`config.mk`:
```
export PLATFORM = sky130hd
export DESIGN_NAME = key_combo_debounce_detector_top
export DESIGN_NICKNAME = d
export VERILOG_FILES = /design/src/design/kcdd_pkg.sv /design/src/design/key_combo_debounce_detector_top.sv
export VERILOG_INCLUDE_DIRS = /design/src /design/src/design
export SDC_FILE = /design/constraint.sdc
export NUM_CORES = 1
export LEC_CHECK = 0
export BUFFER_PORTS_ARGS = -buffer_cell sky130_fd_sc_hd__clkbuf_2
export CAP_MARGIN = 20
export CORE_UTILIZATION = 40
export CTS_CLUSTER_DIAMETER = 120
export CTS_CLUSTER_SIZE = 16
export DETAILED_ROUTE_END_ITERATION = 7
export GPL_TIMING_DRIVEN = 0
export HOLD_SLACK_MARGIN = 0.06
export PLACE_DENSITY = 0.59
export REMOVE_ABC_BUFFERS = 1
export SLEW_MARGIN = 0
export SYNTH_ARGS = -nofsm -noshare
export SYNTH_HDL_FRONTEND = slang
export SYNTH_SLANG_ARGS = --single-unit
```
`constraint.sdc`:
```
create_clock -name clk -period 7.58 [get_ports clk]
set_clock_uncertainty 0.2 [all_clocks]
set_input_delay 1.516 -clock clk [delete_from_list [all_inputs] [get_ports clk]]
set_output_delay 1.516 -clock clk [all_outputs]
set_load 0.01 [all_outputs]
```
`src/design/assert_macros.svh`:
```
// Assertion helpers shared by the design files.
// Every check is sampled on the rising edge of clk and is off while rst_n is low.
`ifndef ASSERT_MACROS_SVH
`define ASSERT_MACROS_SVH

// The condition must hold at every clock edge outside reset.
`define ASSERT_ALWAYS(label, cond, msg) \
    label: assert property (@(posedge clk) disable iff (!rst_n) (cond)) \
        else $error(msg);

// When the antecedent holds, the consequent must hold in the following cycle.
`define ASSERT_NEXT(label, ante, cons, msg) \
    label: assert property (@(posedge clk) disable iff (!rst_n) (ante) |=> (cons)) \
        else $error(msg);

`endif

```
`src/design/kcdd_pkg.sv`:
```
`default_nettype none

package kcdd_pkg;

    // Number of key lines in one sampled word.
    localparam int KEY_LINES = 4;
    // Number of fixed combination codes.
    localparam int CODE_SLOTS = 6;
    // Width of the reported slot index.
    localparam int CODE_SLOT_BITS = 3;
    // Width of each configuration register.
    localparam int CFG_DATA_BITS = 16;
    // Width of the configuration register index.
    localparam int CFG_INDEX_BITS = 1;

    // Configuration register indexes.
    localparam logic [CFG_INDEX_BITS-1:0] CFG_DEBOUNCE_TICKS   = 1'd0;
    localparam logic [CFG_INDEX_BITS-1:0] CFG_HOLD_LIMIT_TICKS = 1'd1;

    // Reset values of the configuration registers.
    localparam logic [CFG_DATA_BITS-1:0] DEBOUNCE_TICKS_RESET   = 16'd20;
    localparam logic [CFG_DATA_BITS-1:0] HOLD_LIMIT_TICKS_RESET = 16'd3000;

    typedef logic [KEY_LINES-1:0] pattern_t;

    // The combination codes, searched from slot 0 upward.
    localparam pattern_t COMBO_CODES [CODE_SLOTS] = '{
        4'h1, 4'h2, 4'h4, 4'h8, 4'h5, 4'hC
    };

    typedef enum logic [1:0] {
        PH_IDLE     = 2'd0,
        PH_DEBOUNCE = 2'd1,
        PH_WAIT     = 2'd2
    } phase_t;

    typedef struct packed {
        logic                      matched;
        logic [CODE_SLOT_BITS-1:0] slot;
    } lookup_t;

    typedef struct packed {
        pattern_t                  pattern;
        logic                      matched;
        logic [CODE_SLOT_BITS-1:0] slot;
        logic                      timeout;
    } result_t;

    // Finds the first combination code equal to the pattern.
    function automatic lookup_t code_lookup(input pattern_t pattern);
        lookup_t res;
        res.matched = 1'b0;
        res.slot    = '0;
        for (int i = 0; i < CODE_SLOTS; i++)
        begin
            if (!res.matched && (pattern == COMBO_CODES[i]))
            begin
                res.matched = 1'b1;
                res.slot    = CODE_SLOT_BITS'(i);
            end
        end
        return res;
    endfunction

endpackage

`default_nettype wire

```
`src/design/key_combo_debounce_detector_top.sv`:
```
`default_nettype none
`include "assert_macros.svh"

// Key combination debouncer. Each accepted input word is one time tick carrying
// the sampled key lines. A nonzero pattern is captured and must stay unchanged
// for debounce_ticks ticks; after that the block waits for the pattern to change
// (release included) or for hold_limit_ticks ticks to pass, and then emits one
// output word with the held pattern, whether it equals one of the six fixed
// combination codes (and which slot), and whether the hold ended by timeout.
// The phase machine, the saturating tick counter and the code compares all sit
// between the state registers and the output register, so a new word is accepted
// every cycle while in_stall is low. Results pass through an output register
// backed by a one-word skid register; in_stall rises only while that skid
// register is occupied, which happens only when the downstream side stalls.
// Configuration registers may be written whenever no word is in flight.
module key_combo_debounce_detector_top #(
    parameter int TIMER_BITS = 16
) (
    input  wire logic                                   clk,
    input  wire logic                                   rst_n,
    // Input channel.
    input  wire logic                                   in_valid,
    output logic                                        in_stall,
    input  wire logic [kcdd_pkg::KEY_LINES-1:0]         keys_pressed,
    // Output channel.
    output logic                                        out_valid,
    input  wire logic                                   out_stall,
    output logic [kcdd_pkg::KEY_LINES-1:0]              pressed_pattern,
    output logic                                        code_matched,
    output logic [kcdd_pkg::CODE_SLOT_BITS-1:0]         code_slot,
    output logic                                        ended_by_timeout,
    // Configuration write port.
    input  wire logic                                   cfg_write,
    input  wire logic [kcdd_pkg::CFG_INDEX_BITS-1:0]    cfg_index,
    input  wire logic [kcdd_pkg::CFG_DATA_BITS-1:0]     cfg_data
);

    import kcdd_pkg::*;

    // Compare width wide enough for both the counter and the registers.
    localparam int CMP_BITS = (TIMER_BITS > CFG_DATA_BITS) ? TIMER_BITS : CFG_DATA_BITS;

    logic [CFG_DATA_BITS-1:0] debounce_reg;
    logic [CFG_DATA_BITS-1:0] hold_limit_reg;

    phase_t                phase_reg;
    phase_t                phase_next;
    pattern_t              held_reg;
    pattern_t              held_next;
    logic [TIMER_BITS-1:0] elapsed_reg;
    logic [TIMER_BITS-1:0] elapsed_next;

    logic                  in_accept;
    logic [TIMER_BITS-1:0] elapsed_inc;
    logic                  keys_changed;
    logic                  debounce_done;
    logic                  hold_done;
    logic                  fire;
    logic                  fire_timeout;
    lookup_t               lookup;
    result_t               result;

    logic                  out_valid_reg;
    result_t               out_reg;
    logic                  skid_valid_reg;
    result_t               skid_reg;
    logic                  out_take;

    // Configuration registers.
    always_ff @(posedge clk or negedge rst_n)
    begin
        if (!rst_n)
        begin
            debounce_reg   <= DEBOUNCE_TICKS_RESET;
            hold_limit_reg <= HOLD_LIMIT_TICKS_RESET;
        end
        else if (cfg_write)
        begin
            case (cfg_index)
                CFG_DEBOUNCE_TICKS:   debounce_reg   <= cfg_data;
                CFG_HOLD_LIMIT_TICKS: hold_limit_reg <= cfg_data;
                default:              ;
            endcase
        end
    end

    assign in_stall  = skid_valid_reg;
    assign in_accept = in_valid && !in_stall;

    // The counter saturates at its all-ones value.
    assign elapsed_inc   = (elapsed_reg == {TIMER_BITS{1'b1}}) ? elapsed_reg
                                                               : elapsed_reg + 1'b1;
    assign keys_changed  = (keys_pressed != held_reg);
    // A register value of zero passes at once, since the raised count is at least one.
    assign debounce_done = (CMP_BITS'(elapsed_inc) >= CMP_BITS'(debounce_reg));
    assign hold_done     = (CMP_BITS'(elapsed_inc) >= CMP_BITS'(hold_limit_reg));

    // Next phase.
    always_comb
    begin
        phase_next = phase_reg;
        if (in_accept)
        begin
            case (phase_reg)
                PH_DEBOUNCE:
                begin
                    if (keys_changed)
                        phase_next = PH_IDLE;
                    else if (debounce_done)
                        phase_next = PH_WAIT;
                end
                PH_WAIT:
                begin
                    if (keys_changed || hold_done)
                        phase_next = PH_IDLE;
                end
                default:
                begin
                    // The unused phase code behaves as idle.
                    phase_next = (keys_pressed != '0) ? PH_DEBOUNCE : PH_IDLE;
                end
            endcase
        end
    end

    // Datapath and event outputs of the phase machine.
    always_comb
    begin
        held_next    = held_reg;
        elapsed_next = elapsed_reg;
        fire         = 1'b0;
        fire_timeout = 1'b0;
        if (in_accept)
        begin
            case (phase_reg)
                PH_DEBOUNCE:
                begin
                    if (keys_changed)
                    begin
                        held_next    = '0;
                        elapsed_next = '0;
                    end
                    else if (debounce_done)
                        elapsed_next = '0;
                    else
                        elapsed_next = elapsed_inc;
                end
                PH_WAIT:
                begin
                    if (keys_changed)
                    begin
                        fire         = 1'b1;
                        held_next    = '0;
                        elapsed_next = '0;
                    end
                    else if (hold_done)
                    begin
                        fire         = 1'b1;
                        fire_timeout = 1'b1;
                        held_next    = '0;
                        elapsed_next = '0;
                    end
                    else
                        elapsed_next = elapsed_inc;
                end
                default:
                begin
                    held_next    = keys_pressed;
                    elapsed_next = '0;
                end
            endcase
        end
    end

    always_ff @(posedge clk or negedge rst_n)
    begin
        if (!rst_n)
        begin
            phase_reg   <= PH_IDLE;
            held_reg    <= '0;
            elapsed_reg <= '0;
        end
        else
        begin
            phase_reg   <= phase_next;
            held_reg    <= held_next;
            elapsed_reg <= elapsed_next;
        end
    end

    // The event describes the pattern that was being held.
    assign lookup         = code_lookup(held_reg);
    assign result.pattern = held_reg;
    assign result.matched = lookup.matched;
    assign result.slot    = lookup.slot;
    assign result.timeout = fire_timeout;

    // Output register with a one-word skid register behind it.
    assign out_take = out_valid_reg && !out_stall;

    always_ff @(posedge clk or negedge rst_n)
    begin
        if (!rst_n)
        begin
            out_valid_reg  <= 1'b0;
            skid_valid_reg <= 1'b0;
        end
        else if (skid_valid_reg)
        begin
            if (out_take)
            begin
                skid_valid_reg <= 1'b0;
            end
        end
        else if (fire)
        begin
            if (out_valid_reg && !out_take)
                skid_valid_reg <= 1'b1;
            else
                out_valid_reg <= 1'b1;
        end
        else if (out_take)
        begin
            out_valid_reg <= 1'b0;
        end
    end

    always_ff @(posedge clk)
    begin
        if (skid_valid_reg)
        begin
            if (out_take)
                out_reg <= skid_reg;
        end
        else if (fire)
        begin
            if (out_valid_reg && !out_take)
                skid_reg <= result;
            else
                out_reg <= result;
        end
    end

    assign out_valid        = out_valid_reg;
    assign pressed_pattern  = out_reg.pattern;
    assign code_matched     = out_reg.matched;
    assign code_slot        = out_reg.slot;
    assign ended_by_timeout = out_reg.timeout;

    // The skid register only fills behind a full output register.
    `ASSERT_ALWAYS(a_skid_behind_out, !skid_valid_reg || out_valid_reg,
        "skid word present without an output word")
    // A held pattern exists exactly when the machine is not idle.
    `ASSERT_ALWAYS(a_held_matches_phase, (phase_reg == PH_IDLE) == (held_reg == '0),
        "held pattern disagrees with phase")
    // Every event sends the machine back to idle.
    `ASSERT_NEXT(a_event_to_idle, fire, phase_reg == PH_IDLE,
        "machine not idle after an event")

endmodule

`default_nettype wire

```
After elaboration in Yosys (flattened, before gate mapping)
Index checks and enable logic that the tools add are counted.
Word-level totals
  output and inout bits: 11
  flip-flop bits (word level): 74
  input port bits: 26
Operators by class
  $add $sub $neg: 1
  reduce and logical (&&, ||, !) cells: 27
  eq/ne operators: 17
  $lt $le $gt $ge: 2
  mux-type cells: 39
  bitwise logic cells: 2
Operators with widths (number)
  $mux 16: 5
  $mux 4: 9
  $mux 9: 4
  $ge 16x16->1: 2
  $pmux 16 s2: 1
  $add 16x1->16 const B: 1
  $eq 16x16->1 const B: 1
  $mux 1: 15
  $reduce_and 3->1: 5
  $eq 4x3->1 const B: 2
  $eq 4x4->1 const B: 2
  $logic_and 1x1->1: 8
  $logic_not 1->1: 8
  $ne 2x2->1 const B: 4
  $pmux 4 s2: 1
  $mux 2: 3
  $ne 3x3->1 const B: 2
  $eq 4x1->1 const B: 1
  $eq 4x2->1 const B: 1
  $ne 4x4->1: 1
  $pmux 2 s2: 1
  $reduce_and 2->1: 2
  $reduce_bool 2->1: 2
  $reduce_bool 4->1: 1
  5 further kinds: 6

Depth between registers and ports, before layout
Gate-level depths: netlist of the first run.
  depth after elaboration: 20
  gate-level depth with buffers: 14
  depth with buffers taken out: 13

Worst setup path before layout of the first run
Ideal clock, no wire load.
  path kind: register -> register
  from: register elapsed_reg[0]
  to: register out_reg (netlist bit code_matched), enable pin
  required time: 6.991 ns
  path buffers: 0
  period minus slack after synthesis: 3.797 ns
  arrival: 3.208 ns
  cell stages (with the launch flop): 14
  setup slack: 3.783 ns
  setup time: 0.389 ns
  path through: dfrtp_1 > ha_1 > and2_1 > and3_1 > a21oi_2 > nor3b_1 > xor2_1 > ha_1 > nand2_1 > nor4_1 > o31ai_1 > nand4_1 > nand3_1 > a21boi_0
Between the ends
  word-level cells in the longest chain between the ends: 9
RTL lines
  start: declaration: RTL line key_combo_debounce_detector_top.sv:50  | logic [TIMER_BITS-1:0] elapsed_reg;
  start signal: assignment: RTL line key_combo_debounce_detector_top.sv:187  | elapsed_reg <= elapsed_next;
  $add 16x1->16 or $eq 16x16->1 (tied branches): RTL line key_combo_debounce_detector_top.sv:92, key_combo_debounce_detector_top.sv:91
  $mux 16 (*): RTL line key_combo_debounce_detector_top.sv:91  | assign elapsed_inc = (elapsed_reg == {TIMER_BITS{1'b1}}) ? elapsed_reg
  $ge 16x16->1 (*): RTL line key_combo_debounce_detector_top.sv:96  | assign hold_done = (CMP_BITS'(elapsed_inc) >= CMP_BITS'(hold_limit_reg));
  $mux 1 (*): RTL line key_combo_debounce_detector_top.sv:156  | else if (hold_done)
  $mux 1 (*): RTL line key_combo_debounce_detector_top.sv:150  | if (keys_changed)
  $mux 1 (*): RTL line key_combo_debounce_detector_top.sv:135  | case (phase_reg)
  $mux 1 (*): RTL line key_combo_debounce_detector_top.sv:133  | if (in_accept)
  $reduce_bool 2->1 (no line) (*)
  $reduce_and 3->1 (no line) (*)
  end signal: assignment: RTL line key_combo_debounce_detector_top.sv:233  | out_reg <= skid_reg;
  end signal: assignment: RTL line key_combo_debounce_detector_top.sv:240  | out_reg <= result;
  end: declaration: RTL line key_combo_debounce_detector_top.sv:64  | result_t out_reg;
Mark *: on every way between the ends. The rest lies on a longest branch, timed or not.
A chain may end at the register's enable or synchronous reset.

Worst setup path in the final report of the first run
  from: register elapsed_reg[0]
  to: register out_reg (netlist bit code_slot[0]), enable pin
The elaborated chain is that of the path after synthesis.

==> impl_summary.log, run 1 <==
INFO  metric cts_repair_resize_count = 0
INFO  metric antenna_left = 0
INFO  metric insertion_delay = 0.35 ns
INFO  metric cts_num_sinks = 74
INFO  metric placedInstanceArea = 4480 sq um
INFO  metric timing.critical_path.from = elapsed_reg[0]
INFO  metric finish.instance_area = 4730 sq um
INFO  metric global_route.usage.met1 = 0.228
INFO  metric clockBufferDepth = 2
INFO  metric drtIter0Drc = 132
INFO  metric rr_startpoint = elapsed_reg[0]
INFO  metric internal = 774 uW
INFO  metric cp_max_fo = 6
INFO  metric power.static_leakage = 0.00223 uW
INFO  metric setup_total_negative_slack = 0 ns
INFO  metric grtUsageMet3 = 0.0370
INFO  metric largest_net_degree_at_the_start_of_global_routing = 57
INFO  metric clk_pin_slew_worst_paths = 0.08 ns
INFO  metric antenna_found_initial = 0
INFO  metric postSynthRegisterBits = 74
INFO  metric slew_headroom = 0.277
INFO  metric hold_violations = 0
INFO  metric synth_sequential_area_ratio = 0.468
INFO  metric globalRoute.totalOverflow = 0
INFO  metric clock_tree_from_tritoncts = built
INFO  metric endpoint = code_slot[0]
INFO  metric combinationalPowerShare = 0.196
INFO  metric post-route-period-util = 0.607
INFO  metric floorplan_core_area = 9950 sq um
INFO  metric setup.worst_path.class = register to register
INFO  metric switching_share = 0.291
INFO  metric yosys_warnings = 0
INFO  metric cts_setup_buffers = 0
INFO  metric powerDensity = 231 nW/um^2
INFO  metric critPathLaunchType = register
INFO  metric seqCellArea = 1950 sq um
INFO  metric synth_enable_flop_cells = 18
INFO  metric transition_time_of_the_tightest_slew_check_pin = 1.08 ns
INFO  metric antenna-diode-count = 0
INFO  metric vdd_ir_drop_max = 0.0000886 V
INFO  metric fp.dieArea = 10,800 sq um
INFO  metric net-switching-power = 318 uW
INFO  metric h_tree_level_count = 3
INFO  metric global_route_wire_length_before_repair = 14,100 um
INFO  metric nNetsFinal = 489
INFO  metric ys_top_cells_by_area = sky130_fd_sc_hd__dfrtp_1, sky130_fd_sc_hd__edfxtp_1, sky130_fd_sc_hd__ha_1, sky130_fd_sc_hd__dfstp_2, sky130_fd_sc_hd__mux2_2
INFO  metric horiz_die_dim = 104 um
INFO  metric fmax = 0.217 GHz
INFO  metric area_growth_from_synthesis_to_final_layout = 13.4%
INFO  metric worst_path_arrival_time = 4.45 ns
INFO  metric cts_made_buffers = 9
INFO  metric rr_worst_depth = 13
INFO  metric netlist_instances = 391
INFO  metric gr-max-usage-layer = met2
INFO  metric period_minus_slack = 4.60 ns
INFO  metric dr_total_vias = 2,939
INFO  metric post-route-drc-count = 0
INFO  metric yosysTopAreaCellShare = 0.282
INFO  metric timing_max_transition_violations_final = 0
INFO  metric via_count_of_the_first_global_routing_pass = 2,858
INFO  metric syn-cell-area = 4170 sq um
INFO  metric hold-worst-slack = 0.314 ns
INFO  metric final_layout_size_suffix_gt1_frac = 0.215
INFO  metric synth_commonest_cells = sky130_fd_sc_hd__dfrtp_1, sky130_fd_sc_hd__nand2_1, sky130_fd_sc_hd__inv_1
INFO  metric synth.avg_cell_area = 10.7 sq um
INFO  metric grt_setup_unrepaired = no
INFO  metric asyncSetResetFlopFracSynth = 0.757
INFO  metric placementRows = 36
INFO  metric worst_ep_required_time = 7.43 ns
INFO  metric n_fill_cell = 902
INFO  metric grt_use_total = 0.165
INFO  metric gr-usage-met2 = 0.260
INFO  metric total_area_of_multi_input_combinational_cells = 2020 sq um
INFO  metric most_numerous_cell_in_the_yosys_netlist = sky130_fd_sc_hd__dfrtp_1
INFO  metric routability_congestion = 0.787
INFO  metric r2r-end = code_slot[0]
INFO  metric start_util = 0.419
INFO  metric holdBufCountCts = 0
INFO  metric netlist-cell-type-count = 51
INFO  metric dp_hpwl = 6050 um
INFO  metric synth_ff_type = sky130_fd_sc_hd__dfrtp_1
INFO  metric synth_top_cell_by_area = sky130_fd_sc_hd__dfrtp_1
INFO  metric firstDrtPassIters = 4
INFO  metric worst_setup_path_end_kind = register
INFO  metric cap_violations = 0
INFO  metric io_pins = 37
INFO  metric p_seq_frac = 0.457
INFO  metric route.detailed.wl_per_inst = 14.6 um
INFO  metric buffer_ports.inserted = 36
INFO  metric holdCritStartpoint = hold_limit_reg[15]
INFO  metric holdPathStages = 1
INFO  metric outcome = finished clean
INFO  metric die-height = 104 um
INFO  metric setup_violations = 0
INFO  metric r2r_setup_slack = 2.98 ns
INFO  metric min_path_type = register to register
INFO  metric drt-vias-per-instance = 5.19
INFO  metric ctsRootBufferMaster = sky130_fd_sc_hd__clkbuf_8
INFO  metric clockPowerShare = 0.348
INFO  metric routed_wire_length = 8280 um
cells in the final DEF, fill, tap and decap left out, types with 3 or more instances in the layout:
cell and instances:
sky130_fd_sc_hd__dfrtp_1 47, sky130_fd_sc_hd__nand2_1 44, sky130_fd_sc_hd__inv_1 39, sky130_fd_sc_hd__ha_1 35, sky130_fd_sc_hd__clkbuf_2 35, sky130_fd_sc_hd__o21ai_0 26
sky130_fd_sc_hd__mux2_2 20, sky130_fd_sc_hd__edfxtp_1 18, sky130_fd_sc_hd__nor2_1 14, sky130_fd_sc_hd__a32o_1 13, sky130_fd_sc_hd__nand3_1 12, sky130_fd_sc_hd__a21oi_1 12
sky130_fd_sc_hd__xor2_1 10, sky130_fd_sc_hd__clkbuf_8 9, sky130_fd_sc_hd__dfstp_2 9, sky130_fd_sc_hd__nor3_1 8, sky130_fd_sc_hd__mux2i_1 8, sky130_fd_sc_hd__and3_1 7
sky130_fd_sc_hd__xnor2_1 6, sky130_fd_sc_hd__nand4_1 6, sky130_fd_sc_hd__o31ai_1 4, sky130_fd_sc_hd__mux2_1 3, sky130_fd_sc_hd__nor2b_1 3, sky130_fd_sc_hd__a211oi_1 3
sky130_fd_sc_hd__a21o_1 3, sky130_fd_sc_hd__bufinv_16 3
how the worst min path moves through the flow:
| stage | end | slack (ns) |
|---|---|---|
| 4_1_cts | hold_limit_reg[12] | 0.32 |
| 2_1_floorplan | hold_limit_reg[10] | 0.28 |
| 6_report | hold_limit_reg[15] | 0.31 |
| 5_1_grt | hold_limit_reg[15] | 0.33 |
| 3_5_place_dp | hold_limit_reg[12] | 0.30 |
| 3_3_place_gp | hold_limit_reg[1] | 0.29 |
logic make-up after synthesis:
group	synth area share
XOR/XNOR	0.0336
buffers and inverters	0.0498
flip-flops	0.468
AND/OR/NAND/NOR	0.121
AO/OA/AOI/OAI	0.142
adder cells (fa/ha/maj)	0.105
multiplexers	0.0812
stage by stage:
stage	worst slack, ns	instances	utilization	total power, uW
after global placement	2.71	548	0.448	713
final	2.98	566	0.475	1090
after global routing	2.53	566	0.475	1160
after detailed placement	3.01	550	0.450	722
after CTS	2.95	566	0.475	1110
after floorplan	3.78	379	-	654
final cells by class:
type	count	share of cell area
timing repair buffer	38	0.0428
clock inverter	7	0.0262
multi-input combinational	266	0.426
clock buffer	9	0.0262
sequential	74	0.413
tap	133	0.0352
inverter	39	0.0309
power groups by stage:
| stage | sequential, uW | clock [uW] | combinational [uW] |
|---|---|---|---|
| floorplan | 497 | 0 | 157 |
| global placement | 505 | 0 | 208 |
| detailed placement | 507 | 0 | 215 |
| CTS | 499 | 390 | 216 |
| global route | 505 | 407 | 246 |
| finish | 499 | 380 | 214 |
critical path, stage by stage (launching register included):
cell	delay (ns)
sky130_fd_sc_hd__dfrtp_1	0.46
sky130_fd_sc_hd__and3_1	0.22
sky130_fd_sc_hd__nand3_1	0.16
sky130_fd_sc_hd__nor3_1	0.27
sky130_fd_sc_hd__nand3_1	0.13
sky130_fd_sc_hd__mux2_1	0.39
sky130_fd_sc_hd__ha_1	0.33
sky130_fd_sc_hd__nand4_1	0.20
sky130_fd_sc_hd__nor4_1	0.54
sky130_fd_sc_hd__o31ai_1	0.28
sky130_fd_sc_hd__nand4_1	0.16
sky130_fd_sc_hd__nand3_1	0.16
sky130_fd_sc_hd__a21boi_0	0.49
sky130_fd_sc_hd__buf_2	0.30
routing by layer:
layer,vias to the layer above,wire (um)
met5,-,0
met4,0,111
met3,9,215
met2,43,3860
met1,1418,4100
li1,1469,-
No activity file was read; power rests on OpenSTA's default activity.
==> run 2: changes to the inputs <==
--- a/config.mk
+++ b/config.mk
@@ -6,6 +6,7 @@
 export SDC_FILE = /design/constraint.sdc
 export NUM_CORES = 1
 export LEC_CHECK = 0
+export ABC_AREA = 1
 export BUFFER_PORTS_ARGS = -buffer_cell sky130_fd_sc_hd__clkbuf_2
 export CAP_MARGIN = 20
 export CORE_UTILIZATION = 40
==> constraint.sdc (replaced) <==
create_clock -name clk -period 4.62 [get_ports clk]
set_clock_uncertainty 0.2 [all_clocks]
set_input_delay 0.924 -clock clk [delete_from_list [all_inputs] [get_ports clk]]
set_output_delay 0.924 -clock clk [all_outputs]
set_load 0.01 [all_outputs]
==> run 2 against run 1 <==
- power rose by 43%
- cell count rose by 29%
- synthesized area rose by 3.8%
- flip-flop and latch count did not move
- register-to-register slack got worse by 2.4 ns
- non-clock buffer count fell by 1
- die area rose by 3.7%
- synthesized cell count rose by 42%
- critical endpoint is now pressed_pattern[1]
- count of clock-buffer cells in the layout did not move
- via count rose by 19%
- design area rose by 2.0%
- largest cell class is now registers
==> impl_summary.log, run 2 <==
INFO  metric h_tree_level_count = 3
INFO  metric synth_sequential_area_ratio = 0.451
INFO  metric synth_ff_type = sky130_fd_sc_hd__dfrtp_1
INFO  metric period_minus_slack = 4.07 ns
INFO  metric p_seq_frac = 0.500
INFO  metric worst_ep_required_time = 4.41 ns
INFO  metric dp_hpwl = 6240 um
INFO  metric clockPowerShare = 0.332
INFO  metric n_fill_cell = 1,055
INFO  metric clockBufferDepth = 2
INFO  metric grt_use_total = 0.171
INFO  metric cts_setup_buffers = 0
INFO  metric insertion_delay = 0.36 ns
INFO  metric switching_share = 0.303
INFO  metric cts_repair_resize_count = 0
INFO  metric cts_made_buffers = 9
INFO  metric critPathLaunchType = register
INFO  metric routed_wire_length = 8520 um
INFO  metric setup.worst_path.class = register to register
INFO  metric cp_slowest_stage_delay = 0.73 ns
INFO  metric ys_top_cells_by_area = sky130_fd_sc_hd__dfrtp_1, sky130_fd_sc_hd__nand2_1, sky130_fd_sc_hd__edfxtp_1, sky130_fd_sc_hd__ha_1, sky130_fd_sc_hd__inv_1
INFO  metric slew_headroom = 0.377
INFO  metric holdBufCountCts = 0
INFO  metric worstPathBufferInverterCount = 2
INFO  metric fp.dieArea = 11,300 sq um
INFO  metric antenna_found_initial = 0
INFO  metric antenna-diode-count = 0
INFO  metric internal = 1090 uW
INFO  metric fmax = 0.246 GHz
INFO  metric clk_pin_slew_worst_paths = 0.08 ns
INFO  metric cpMostUsedCell = sky130_fd_sc_hd__nand2_1
INFO  metric setup_violations = 0
INFO  metric layout.cells.most_common_list = sky130_fd_sc_hd__nand2_1, sky130_fd_sc_hd__inv_1, sky130_fd_sc_hd__o21ai_0
INFO  metric via_count_of_the_first_global_routing_pass = 3,471
INFO  metric crit_family = simple AND/OR/NAND/NOR gates
INFO  metric post-route-drc-count = 0
INFO  metric buffer_ports.inserted = 36
INFO  metric vdd_ir_drop_max = 0.000150 V
INFO  metric placementRows = 37
INFO  metric yosys_warnings = 0
INFO  metric setup_total_negative_slack = 0 ns
INFO  metric io_pins = 37
INFO  metric final_layout_size_suffix_gt1_frac = 0.112
INFO  metric final_util = 0.463
INFO  metric ctsRootBufferMaster = sky130_fd_sc_hd__clkbuf_8
INFO  metric dr_total_vias = 3,487
INFO  metric power.static_leakage = 0.00256 uW
INFO  metric net-switching-power = 473 uW
INFO  metric synth.avg_cell_area = 7.79 sq um
INFO  metric die-height = 106 um
INFO  metric worst_path_arrival_time = 3.86 ns
INFO  metric post-route-period-util = 0.880
INFO  metric synth_enable_flop_cells = 18
INFO  metric cts_num_sinks = 74
INFO  metric drtIter0Drc = 162
INFO  metric horiz_die_dim = 106 um
INFO  metric layout_commonest_cell = sky130_fd_sc_hd__nand2_1
INFO  metric timing_max_transition_violations_final = 0
INFO  metric netlist_instances = 556
INFO  metric asyncSetResetFlopFracSynth = 0.757
INFO  metric yosysTopAreaCellShare = 0.271
INFO  metric synth_commonest_cells = sky130_fd_sc_hd__nand2_1, sky130_fd_sc_hd__inv_1, sky130_fd_sc_hd__o21ai_0
INFO  metric powerDensity = 323 nW/um^2
INFO  metric timing.critical_path.cells = ha_1 -> nand2_1 -> nor2_1 -> nand2_1 -> nor2_1 -> inv_1 -> o21ai_0 -> inv_1 -> ha_1 -> nand2_1 -> nand2_1 -> nand2_1 -> nand2_1 -> nand2_1 -> nand2_1 -> nand2_1 -> nand2_1 -> o21ai_0 -> a21oi_1
INFO  metric combinationalPowerShare = 0.168
INFO  metric floorplan_core_area = 10,400 sq um
INFO  metric globalRoute.totalOverflow = 0
INFO  metric critical_path.slowest_cell = sky130_fd_sc_hd__a21oi_1
INFO  metric outcome = finished clean
INFO  metric largest_net_degree_at_the_start_of_global_routing = 57
INFO  metric start_util = 0.416
INFO  metric postSynthRegisterBits = 74
INFO  metric drt-vias-per-instance = 4.76
INFO  metric clock_tree_from_tritoncts = built
INFO  metric global_route_wire_length_before_repair = 15,300 um
INFO  metric nNetsFinal = 652
INFO  metric netlist-cell-type-count = 30
INFO  metric antenna_left = 0
INFO  metric cp_max_fo = 13
INFO  metric transition_time_of_the_tightest_slew_check_pin = 0.932 ns
INFO  metric hold_violations = 0
INFO  metric route.detailed.wl_per_inst = 11.6 um
INFO  metric firstDrtPassIters = 4
INFO  metric synth_top_cell_by_area = sky130_fd_sc_hd__dfrtp_1
INFO  metric area_growth_from_synthesis_to_final_layout = 11.3%
INFO  metric routability_congestion = 0.809
INFO  metric most_numerous_cell_in_the_yosys_netlist = sky130_fd_sc_hd__nand2_1
INFO  metric grt_setup_unrepaired = no
INFO  metric worst_setup_path_end_kind = register
INFO  metric min_path_type = register to register
INFO  metric cap_violations = 0
INFO  metric syn-cell-area = 4330 sq um
[run 2: changes by cell type in the layout (fill, tap and decap cells not counted), moves of 4 or more]
| cell | delta |
|---|---|
| sky130_fd_sc_hd__a21oi_1 | +4 |
| sky130_fd_sc_hd__and3_1 | -7 |
| sky130_fd_sc_hd__mux2i_1 | -8 |
| sky130_fd_sc_hd__nand3_1 | +10 |
| sky130_fd_sc_hd__nand2_1 | +132 |
| sky130_fd_sc_hd__mux2_2 | -20 |
| sky130_fd_sc_hd__nor2_1 | +17 |
| sky130_fd_sc_hd__xnor2_1 | -5 |
| sky130_fd_sc_hd__inv_1 | +59 |
| sky130_fd_sc_hd__o21ai_0 | +28 |
| sky130_fd_sc_hd__a32o_1 | -13 |
| sky130_fd_sc_hd__o31ai_1 | -4 |
[run 2: through the flow]
step	instance area (sq um)	power, uW	hold slack [ns]	worst slack (ns)	cells
after detailed placement	4610	1050	0.272	0.501	715
after CTS	4810	1570	0.292	0.486	731
after global routing	4820	1650	0.313	0.0968	732
after global placement	4610	1040	0.271	0.555	715
after floorplan	4260	967	0.253	1.25	543
final	4820	1560	0.286	0.552	732
[run 2: final timing paths]
| kind | start | endpoint | slack, ns | cells after the start |
|---|---|---|---|---|
| max in group asynchronous | rst_n | hold_limit_reg[6] | 3.27 | 1 |
| worst max register to register | elapsed_reg[0] | pressed_pattern[1] | 0.55 | 19 |
| worst max-delay path | elapsed_reg[0] | pressed_pattern[1] | 0.55 | 19 |
| worst min-delay path | debounce_reg[9] | debounce_reg[9] | 0.29 | 2 |
| min in group asynchronous | rst_n | hold_limit_reg[12] | 0.47 | 1 |
| worst min register to register | debounce_reg[9] | debounce_reg[9] | 0.29 | 2 |
[run 2: per-layer routing]
metal	vias up	GRT usage	routed length, um
met5	-	0	0
met4	0	0.0823	201
met3	17	0.0313	232
met2	57	0.287	3970
met1	1594	0.213	4110
li1	1819	-	-
[run 2: cells by family (layout without fill, tap and decap cells)]
| logic type | after synthesis | count (layout) | synth area share |
|---|---|---|---|
| adders and majority gates | 35 | 35 | 0.101 |
| DFF | 74 | 74 | 0.451 |
| AOI/OAI and AO/OA | 76 | 76 | 0.0910 |
| buffers and inverters | 112 | 152 | 0.103 |
| and+or+nand+nor | 249 | 249 | 0.234 |
| xor gates and xnor gates | 10 | 10 | 0.0202 |
[run 2: power by group through the flow]
| stage | logic (uW) | clock network, uW | registers [uW] |
|---|---|---|---|
| after floorplan | 185 | 0 | 781 |
| after global placement | 250 | 0 | 790 |
| after detailed placement | 261 | 0 | 793 |
| after CTS | 262 | 530 | 780 |
| after global routing | 309 | 557 | 787 |
| final | 262 | 517 | 779 |
[run 2: layout make-up]
class                   instances  area (sq um)  share of cell area
clock inverters                 7          77.6              0.0161
well taps                     136           170              0.0353
inverters                      99           372              0.0770
flip-flops and latches         74          1950               0.405
multi-input cells             370          1930               0.401
clock buffers                   9           124              0.0257
repair buffers                 37           194              0.0402
[run 2: worst min-delay path: cells and delay by family, from the launching register on]
kind,cells,cell delay (ns)
compound gates,1,0.06
flops,1,0.35
simple gates,1,0.05
